===== config.mk =====
export PLATFORM = sky130hd
export DESIGN_NAME = ssi_encoder_frame_reader_unit
export DESIGN_NICKNAME = d
export VERILOG_FILES = /design/src/design/ssi_efr_pkg.sv /design/src/design/ssi_efr_cfg.sv /design/src/design/ssi_efr_seq.sv /design/src/design/ssi_efr_ostage.sv /design/src/design/ssi_encoder_frame_reader_unit.sv
export SDC_FILE = /design/constraint.sdc
export NUM_CORES = 1
export LEC_CHECK = 0
export ABC_AREA = 1
export BUFFER_PORTS_ARGS = -buffer_cell sky130_fd_sc_hd__buf_2
export CORE_MARGIN = 8
export CORE_UTILIZATION = 39
export CTS_BUF_LIST = sky130_fd_sc_hd__clkbuf_4
export CTS_CLUSTER_DIAMETER = 100
export CTS_CLUSTER_SIZE = 30
export DETAILED_ROUTE_END_ITERATION = 12
export MAX_ROUTING_LAYER = met4
export PLACE_DENSITY = 0.69
export SETUP_SLACK_MARGIN = 0.1
export SYNTH_ARGS = -nofsm -noshare
export SYNTH_HDL_FRONTEND = slang
export SYNTH_HIERARCHICAL = 1
export SYNTH_SLANG_ARGS = --single-unit

===== constraint.sdc =====
create_clock -name clk -period 6.3 [get_ports clk]
set_input_delay 0.315 -clock clk [delete_from_list [all_inputs] [get_ports clk]]
set_output_delay 0.315 -clock clk [all_outputs]
set_load 0.05 [all_outputs]

===== src/design/ssi_efr_pkg.sv =====
`timescale 1ns / 1ps
`default_nettype none

package ssi_efr_pkg;

    localparam int LINES   = 4;
    localparam int TICK_W  = 8;
    localparam int INDEX_W = 8;
    localparam int POS_W   = 12;

    localparam logic [INDEX_W-1:0] CFG_LEAD  = 8'd0;
    localparam logic [INDEX_W-1:0] CFG_HIGH  = 8'd1;
    localparam logic [INDEX_W-1:0] CFG_LOW   = 8'd2;
    localparam logic [INDEX_W-1:0] CFG_GAP   = 8'd3;

    localparam logic [TICK_W-1:0] LEAD_RST = 8'd4;
    localparam logic [TICK_W-1:0] HIGH_RST = 8'd3;
    localparam logic [TICK_W-1:0] LOW_RST  = 8'd2;
    localparam logic [TICK_W-1:0] GAP_RST  = 8'd31;

    typedef struct packed {
        logic             start_req;
        logic [1:0]       channel;
        logic [LINES-1:0] data_pins;
    } in_item_t;

    typedef struct packed {
        logic [LINES-1:0] clock_lines;
        logic [LINES-1:0] select_lines;
        logic             busy_res;
        logic             frame_valid;
        logic [POS_W-1:0] position;
        logic             offset_done;
        logic             linearity_flag;
        logic             field_increase;
        logic             field_decrease;
    } out_item_t;

    typedef struct packed {
        logic [TICK_W-1:0] lead_ticks;
        logic [TICK_W-1:0] clock_high_ticks;
        logic [TICK_W-1:0] clock_low_ticks;
        logic [TICK_W-1:0] gap_ticks;
    } cfg_t;

    // a count of zero behaves as one tick
    function automatic logic [TICK_W-1:0] load_of(input logic [TICK_W-1:0] ticks);
        load_of = (ticks == '0) ? '0 : ticks - 1'b1;
    endfunction

endpackage

`default_nettype wire


===== src/design/ssi_efr_cfg.sv =====
`timescale 1ns / 1ps
`default_nettype none

module ssi_efr_cfg
    import ssi_efr_pkg::*;
(
    input  wire logic               clk,
    input  wire logic               rst_n,
    input  wire logic               wr_en,
    input  wire logic [INDEX_W-1:0] wr_index,
    input  wire logic [TICK_W-1:0]  wr_data,
    output cfg_t                    cfg
);

    cfg_t cfg_reg;
    cfg_t cfg_next;

    always_comb
    begin
        cfg_next = cfg_reg;
        if (wr_en)
        begin
            unique case (wr_index)
                CFG_LEAD: cfg_next.lead_ticks       = wr_data;
                CFG_HIGH: cfg_next.clock_high_ticks = wr_data;
                CFG_LOW:  cfg_next.clock_low_ticks  = wr_data;
                CFG_GAP:  cfg_next.gap_ticks        = wr_data;
                default:  cfg_next = cfg_reg;
            endcase
        end
    end

    always_ff @(posedge clk or negedge rst_n)
    begin
        if (!rst_n)
        begin
            cfg_reg.lead_ticks       <= LEAD_RST;
            cfg_reg.clock_high_ticks <= HIGH_RST;
            cfg_reg.clock_low_ticks  <= LOW_RST;
            cfg_reg.gap_ticks        <= GAP_RST;
        end
        else
        begin
            cfg_reg <= cfg_next;
        end
    end

    assign cfg = cfg_reg;

endmodule

`default_nettype wire


===== src/design/ssi_efr_seq.sv =====
`timescale 1ns / 1ps
`default_nettype none

module ssi_efr_seq
    import ssi_efr_pkg::*;
#(
    parameter int FRAME_BITS = 18,
    parameter int CHANNELS   = 4
)
(
    input  wire logic     clk,
    input  wire logic     rst_n,
    input  wire logic     step,
    input  in_item_t      item,
    input  cfg_t          cfg,
    output out_item_t     result
);

    localparam int CNT_W  = $clog2(FRAME_BITS + 1);
    localparam int WORD_W = (FRAME_BITS > 18) ? FRAME_BITS : 18;
    localparam logic [LINES-1:0] ALL_LINES =
        (CHANNELS >= LINES) ? {LINES{1'b1}} : LINES'((1 << CHANNELS) - 1);

    typedef enum logic [2:0] {
        PH_IDLE = 3'd0,
        PH_LEAD = 3'd1,
        PH_LOW0 = 3'd2,
        PH_HIGH = 3'd3,
        PH_LOW  = 3'd4,
        PH_GAP  = 3'd5
    } phase_t;

    phase_t                phase_reg, phase_next;
    logic [TICK_W-1:0]     wait_reg, wait_next;
    logic [CNT_W-1:0]      bits_reg, bits_next;
    logic [FRAME_BITS-1:0] shift_reg, shift_next;
    logic [1:0]            chan_reg, chan_next;
    logic                  frame_done;
    logic [WORD_W-1:0]     word;
    logic [LINES-1:0]      me;
    logic                  chan_ok;

    assign chan_ok = (int'(item.channel) < CHANNELS);
    assign word    = WORD_W'(shift_reg) >> 1;

    always_comb
    begin
        phase_next = phase_reg;
        wait_next  = wait_reg;
        bits_next  = bits_reg;
        shift_next = shift_reg;
        chan_next  = chan_reg;
        frame_done = 1'b0;
        if (step)
        begin
            if (phase_reg == PH_IDLE)
            begin
                if (item.start_req && chan_ok)
                begin
                    chan_next  = item.channel;
                    bits_next  = '0;
                    shift_next = '0;
                    phase_next = PH_LEAD;
                    wait_next  = load_of(cfg.lead_ticks);
                end
            end
            else if (wait_reg != '0)
            begin
                wait_next = wait_reg - 1'b1;
            end
            else
            begin
                unique case (phase_reg)
                    PH_LEAD:
                    begin
                        phase_next = PH_LOW0;
                        wait_next  = load_of(cfg.lead_ticks);
                    end
                    PH_LOW0:
                    begin
                        phase_next = PH_HIGH;
                        wait_next  = load_of(cfg.clock_high_ticks);
                    end
                    PH_HIGH:
                    begin
                        // sample on the last high tick, MSB first
                        shift_next = {shift_reg[FRAME_BITS-2:0], item.data_pins[chan_reg]};
                        phase_next = PH_LOW;
                        wait_next  = load_of(cfg.clock_low_ticks);
                    end
                    PH_LOW:
                    begin
                        bits_next = bits_reg + 1'b1;
                        if (bits_next >= CNT_W'(FRAME_BITS))
                        begin
                            frame_done = 1'b1;
                            phase_next = PH_GAP;
                            wait_next  = load_of(cfg.gap_ticks);
                        end
                        else
                        begin
                            phase_next = PH_HIGH;
                            wait_next  = load_of(cfg.clock_high_ticks);
                        end
                    end
                    default:
                    begin
                        phase_next = PH_IDLE;
                        wait_next  = '0;
                    end
                endcase
            end
        end
    end

    always_ff @(posedge clk or negedge rst_n)
    begin
        if (!rst_n)
        begin
            phase_reg <= PH_IDLE;
            wait_reg  <= '0;
            bits_reg  <= '0;
            shift_reg <= '0;
            chan_reg  <= '0;
        end
        else
        begin
            phase_reg <= phase_next;
            wait_reg  <= wait_next;
            bits_reg  <= bits_next;
            shift_reg <= shift_next;
            chan_reg  <= chan_next;
        end
    end

    // result shows the state after this tick
    always_comb
    begin
        me                     = LINES'(1) << chan_next;
        result.clock_lines     = ALL_LINES;
        result.select_lines    = ALL_LINES;
        if (phase_next == PH_LEAD || phase_next == PH_LOW0 ||
            phase_next == PH_HIGH || phase_next == PH_LOW)
            result.select_lines = ALL_LINES & ~me;
        if (phase_next == PH_LOW0 || phase_next == PH_LOW)
            result.clock_lines = ALL_LINES & ~me;
        result.busy_res        = (phase_next != PH_IDLE);
        result.frame_valid     = frame_done;
        result.position        = frame_done ? word[16:5] : '0;
        result.offset_done     = frame_done & word[4];
        result.linearity_flag  = frame_done & word[3];
        result.field_increase  = frame_done & word[2];
        result.field_decrease  = frame_done & word[1];
    end

    a_bits_bound: assert property (@(posedge clk) disable iff (!rst_n)
        bits_reg <= CNT_W'(FRAME_BITS))
        else $error("bit count past frame length");

    a_gap_full: assert property (@(posedge clk) disable iff (!rst_n)
        phase_reg == PH_GAP |-> bits_reg == CNT_W'(FRAME_BITS))
        else $error("gap entered before all bits received");

    a_hold: assert property (@(posedge clk) disable iff (!rst_n)
        !step |=> $stable(phase_reg) && $stable(wait_reg) && $stable(shift_reg))
        else $error("sequencer moved without an item");

    a_idle_stays: assert property (@(posedge clk) disable iff (!rst_n)
        step && phase_reg == PH_IDLE && !item.start_req |=> phase_reg == PH_IDLE)
        else $error("left idle without a start");

endmodule

`default_nettype wire


===== src/design/ssi_efr_ostage.sv =====
`timescale 1ns / 1ps
`default_nettype none

module ssi_efr_ostage
    import ssi_efr_pkg::*;
(
    input  wire logic clk,
    input  wire logic rst_n,
    input  wire logic load,
    input  out_item_t data,
    output wire logic can_load,
    output wire logic out_valid,
    input  wire logic out_ready,
    output out_item_t out_data
);

    logic      valid_reg, valid_next;
    out_item_t data_reg;

    // a waiting item is replaced in the same cycle it is taken
    assign can_load   = !valid_reg || out_ready;
    assign valid_next = load ? 1'b1 : (valid_reg && !out_ready);

    always_ff @(posedge clk or negedge rst_n)
    begin
        if (!rst_n)
        begin
            valid_reg <= 1'b0;
        end
        else
        begin
            valid_reg <= valid_next;
        end
    end

    always_ff @(posedge clk)
    begin
        if (load)
            data_reg <= data;
    end

    assign out_valid = valid_reg;
    assign out_data  = data_reg;

endmodule

`default_nettype wire


===== src/design/ssi_encoder_frame_reader_unit.sv =====
`timescale 1ns / 1ps
`default_nettype none

// SSI master for up to four absolute encoders, one req item per time tick.
// Each accepted item advances the pin sequencer by one tick and yields exactly
// one res item with the line levels and, on the tick the frame completes, the
// unpacked position and status flags. An item is accepted every clock cycle;
// the sequencer state update and result logic sit in front of a single output
// register, so req_ready drops only while that register holds a res item that
// has not been taken. Configuration writes are always accepted (cfg_ready high);
// indexes beyond the four tick registers are ignored.

module ssi_encoder_frame_reader_unit
    import ssi_efr_pkg::*;
#(
    parameter int FRAME_BITS = 18,
    parameter int CHANNELS   = 4
)
(
    input  wire logic               clk,
    input  wire logic               rst_n,
    input  wire logic               req_valid,
    output wire logic               req_ready,
    input  in_item_t                req,
    output wire logic               res_valid,
    input  wire logic               res_ready,
    output out_item_t               res,
    input  wire logic               cfg_valid,
    output wire logic               cfg_ready,
    input  wire logic [INDEX_W-1:0] cfg_index,
    input  wire logic [TICK_W-1:0]  cfg_data
);

    cfg_t      cfg;
    out_item_t result;
    logic      step;

    assign cfg_ready = 1'b1;
    assign step      = req_valid && req_ready;

    ssi_efr_cfg u_cfg (
        .clk      (clk),
        .rst_n    (rst_n),
        .wr_en    (cfg_valid && cfg_ready),
        .wr_index (cfg_index),
        .wr_data  (cfg_data),
        .cfg      (cfg)
    );

    ssi_efr_seq #(
        .FRAME_BITS (FRAME_BITS),
        .CHANNELS   (CHANNELS)
    ) u_seq (
        .clk    (clk),
        .rst_n  (rst_n),
        .step   (step),
        .item   (req),
        .cfg    (cfg),
        .result (result)
    );

    ssi_efr_ostage u_ostage (
        .clk       (clk),
        .rst_n     (rst_n),
        .load      (step),
        .data      (result),
        .can_load  (req_ready),
        .out_valid (res_valid),
        .out_ready (res_ready),
        .out_data  (res)
    );

endmodule

`default_nettype wire


==> metrics.txt <==
gpl congestion=0.832; compound-cell area share of the yosys netlist=0.0570; initial drt markers=278; crit-path max FO=36; CP top delay family=simple AND/OR/NAND/NOR gates; Slowest-stage cell, CP=a21oi_4; share of synthesized cell area in and, or, nand and nor gates=0.344; CP Capture Type=register; CP Data Required Time=6.73 ns; Buf/Inv on CP=2; Peak VDD IR=0.157 mV; CTS tree=done; PwrDens=335 mW/mm²; Yosys top cell by area=dfrtp_1; Synth Area in Adders=0.0273; vias in the first global route=4594; Die Area=0.0182 mm²; TritonRoute pass-1 iters=5; Layout Skew=0.0247 ns; synth top area cells=dfrtp_1 27%, edfxtp_1 14%, nand2_1 13%; drt drc=0; endpoints failing setup=0; # fillers=1420; Post-Syn Nets=742; top_reg_cell synth=dfrtp_1; area added between synthesis and finish=10.1%; flop2flop setup slack=3.76 ns; ant diodes=0; sequential cell area fraction in the yosys report=0.457; Yosys cell types=37; CTS root buffer=clkbuf_4; first-pass GRT wire length=21.1 mm; synthesized flop and latch total=95; DP Wirelength=9.09 mm; Clock Path Buffers=2; Final Max Tran Viols=0; pin count of the biggest net entering global routing=70; Slew @ Worst Pin=0.885 ns; wire per inst=13.2 µm; Crit path largest cell delay=0.61 ns; Mapped Avg Cell Area=7.84 µm²; async set-reset flop share out of synthesis=0.726; port bufs=55; H-tree depth=3; Hold Crit Class=primary input to register; nets=794; max FFs per register=32; post-synth top area share=0.273; max-cap check violation count=0; clock latency on the worst-skew pair=0.51 ns; Clk pin slew, worst setup/hold paths=0.17 ns; I/O pins=57; CTS Buf Count=9; antenna violations before repair=0; final hold vios=0; share of cells above drive strength 1=0.166; Tot GR Track Use=0.146; Post-Synth XOR/XNOR Area=0.0300; Pleak=2.92 nW; remaining global-route overflow=0; largest family of logic cells by synthesized area=simple AND/OR/NAND/NOR gates; Worst EP arrival=2.97 ns; Setup TNS=0 ns; EDFF count, synth=26; total clock sinks=95; RSZ-0062 raised after global routing=false; total wire length=12.4 mm; die extent in x=135 µm; yosys warns=6; mux cell area share after synthesis=0.00182; worst path cell trace=nand2_2, nand2_1, inv_1, buf_4, nand2_1, nand2_2, nand2_2, a21oi_4, nand3_1, o21ai_0; fin util=0.439; ANT nets after route=0; Via density=4.82; Max Clk Rate=0.393 GHz; outcome=completed; Vias=4529; die height=135 µm; CP startpoint kind=register; Core ar.=0.0138 mm²; synthesized area=0.00551 mm²; num rows=43; kind of critical path=register to register; crit share post-route=0.404; relative slew slack=0.410; min Tclk post-route=2.54 ns; Top cell by count, worst path=nand2_2; Cells after Synth=702; Initial Util=0.398
[synthesized netlist by cell type, types with 2 or more instances]
master / n
a21oi_1: 12
a31oi_1: 4
buf_2: 4
buf_4: 7
buf_6: 4
clkbuf_1: 2
dfrtp_1: 60
dfstp_2: 9
edfxtp_1: 26
ha_1: 12
inv_1: 77
inv_2: 9
nand2_1: 187
nand2_2: 12
nand2_4: 3
nand3_1: 105
nand3_2: 5
nand3b_1: 6
nand4_1: 12
nor2_1: 69
nor2_2: 5
nor2_4: 4
nor3_1: 3
o21ai_0: 34
o21ai_1: 4
xnor2_1: 3
xor2_1: 14
[power by group]
part / switching, mW / internal, mW / leakage [nW]
Sequential: 0.0923 / 0.764 / 1.13
Clock: 0.258 / 0.103 / 0.0841
Combinational: 0.569 / 0.245 / 1.71
[worst register-to-register path, stage by stage, from the launching register on]
cell	delay, ns
dfrtp_1	0.41
nand2_2	0.09
nand2_1	0.05
inv_1	0.05
buf_4	0.39
nand2_1	0.25
nand2_2	0.24
nand2_2	0.11
a21oi_4	0.61
nand3_1	0.16
o21ai_0	0.13
[cell usage in the layout (no fill, tap or decap), drive strengths merged, types with 3 or more instances in the layout]
cell / count
a21oi: 13
nand4: 13
buf: 57
xor2: 15
nor3: 4
xnor2: 3
o21ai: 39
nand3: 111
ha: 12
nor2: 78
nand3b: 6
inv: 92
dfrtp: 60
nand2: 202
edfxtp: 26
a31oi: 4
dfstp: 9
clkbuf: 9
[kinds of logic (layout without fill, tap and decap cells)]
group	count (synthesis)	count (layout)
buffers and inverters	103	160
adders and majority gates	12	12
and+or+nand+nor	414	414
xor gates and xnor gates	18	18
DFF	95	95
AOI/OAI and AO/OA	58	58
muxes	1	1
other	1	1
[stage by stage]
step                instances  power, mW  setup slack, ns  instance area, µm²  hold slack [ns]
detailed placement        922       1.68             3.74                5900            0.471
global placement          922       1.66             3.91                5900            0.453
global route              939       2.20             3.50                6060           0.0185
CTS                       939       2.05             3.78                6060           0.0111
finish                    939       2.03             3.76                6060           0.0493
floorplan                 702       1.52             3.43                5510           0.0194
[per-layer routing]
metal,GRT usage,wire length [µm]
met5,-,0
met4,0.0474,174
met3,0.0401,744
met2,0.229,5510
met1,0.179,5930
[area by class of cell]
type                    count  area, µm²  share of cell area
clock buffers               9       67.6              0.0111
clock inverters             7       88.8              0.0147
inverters                  86        323              0.0532
multi-input cells         504       2540               0.419
flip-flops and latches     95       2520               0.415
well taps                 180        225              0.0371
repair buffers             58        300              0.0495
[timing repair]
| action | in CTS | in global routing |
|---|---|---|
| hold buffers | 1 | 0 |
| endpoints found under the hold margin | 9 | 0 |
| gates resized for setup | 0 | 0 |
| buffers inserted | 0 | 0 |
[final timing paths]
check / endpoint / cells past startpoint / from
worst min-delay path: u_cfg/cfg[16] / 3 / cfg_data[0]
max in group asynchronous: u_cfg/cfg[30] / 3 / rst_n
worst min register to register: u_cfg/cfg[16] / 2 / u_cfg/cfg[16]
worst max register to register: u_seq/shift_reg[4] / 10 / u_ostage/out_valid
worst max-delay path: u_seq/shift_reg[4] / 10 / u_ostage/out_valid
min in group asynchronous: u_seq/shift_reg[13] / 3 / rst_n
No activity file was read; power rests on OpenSTA's default activity.
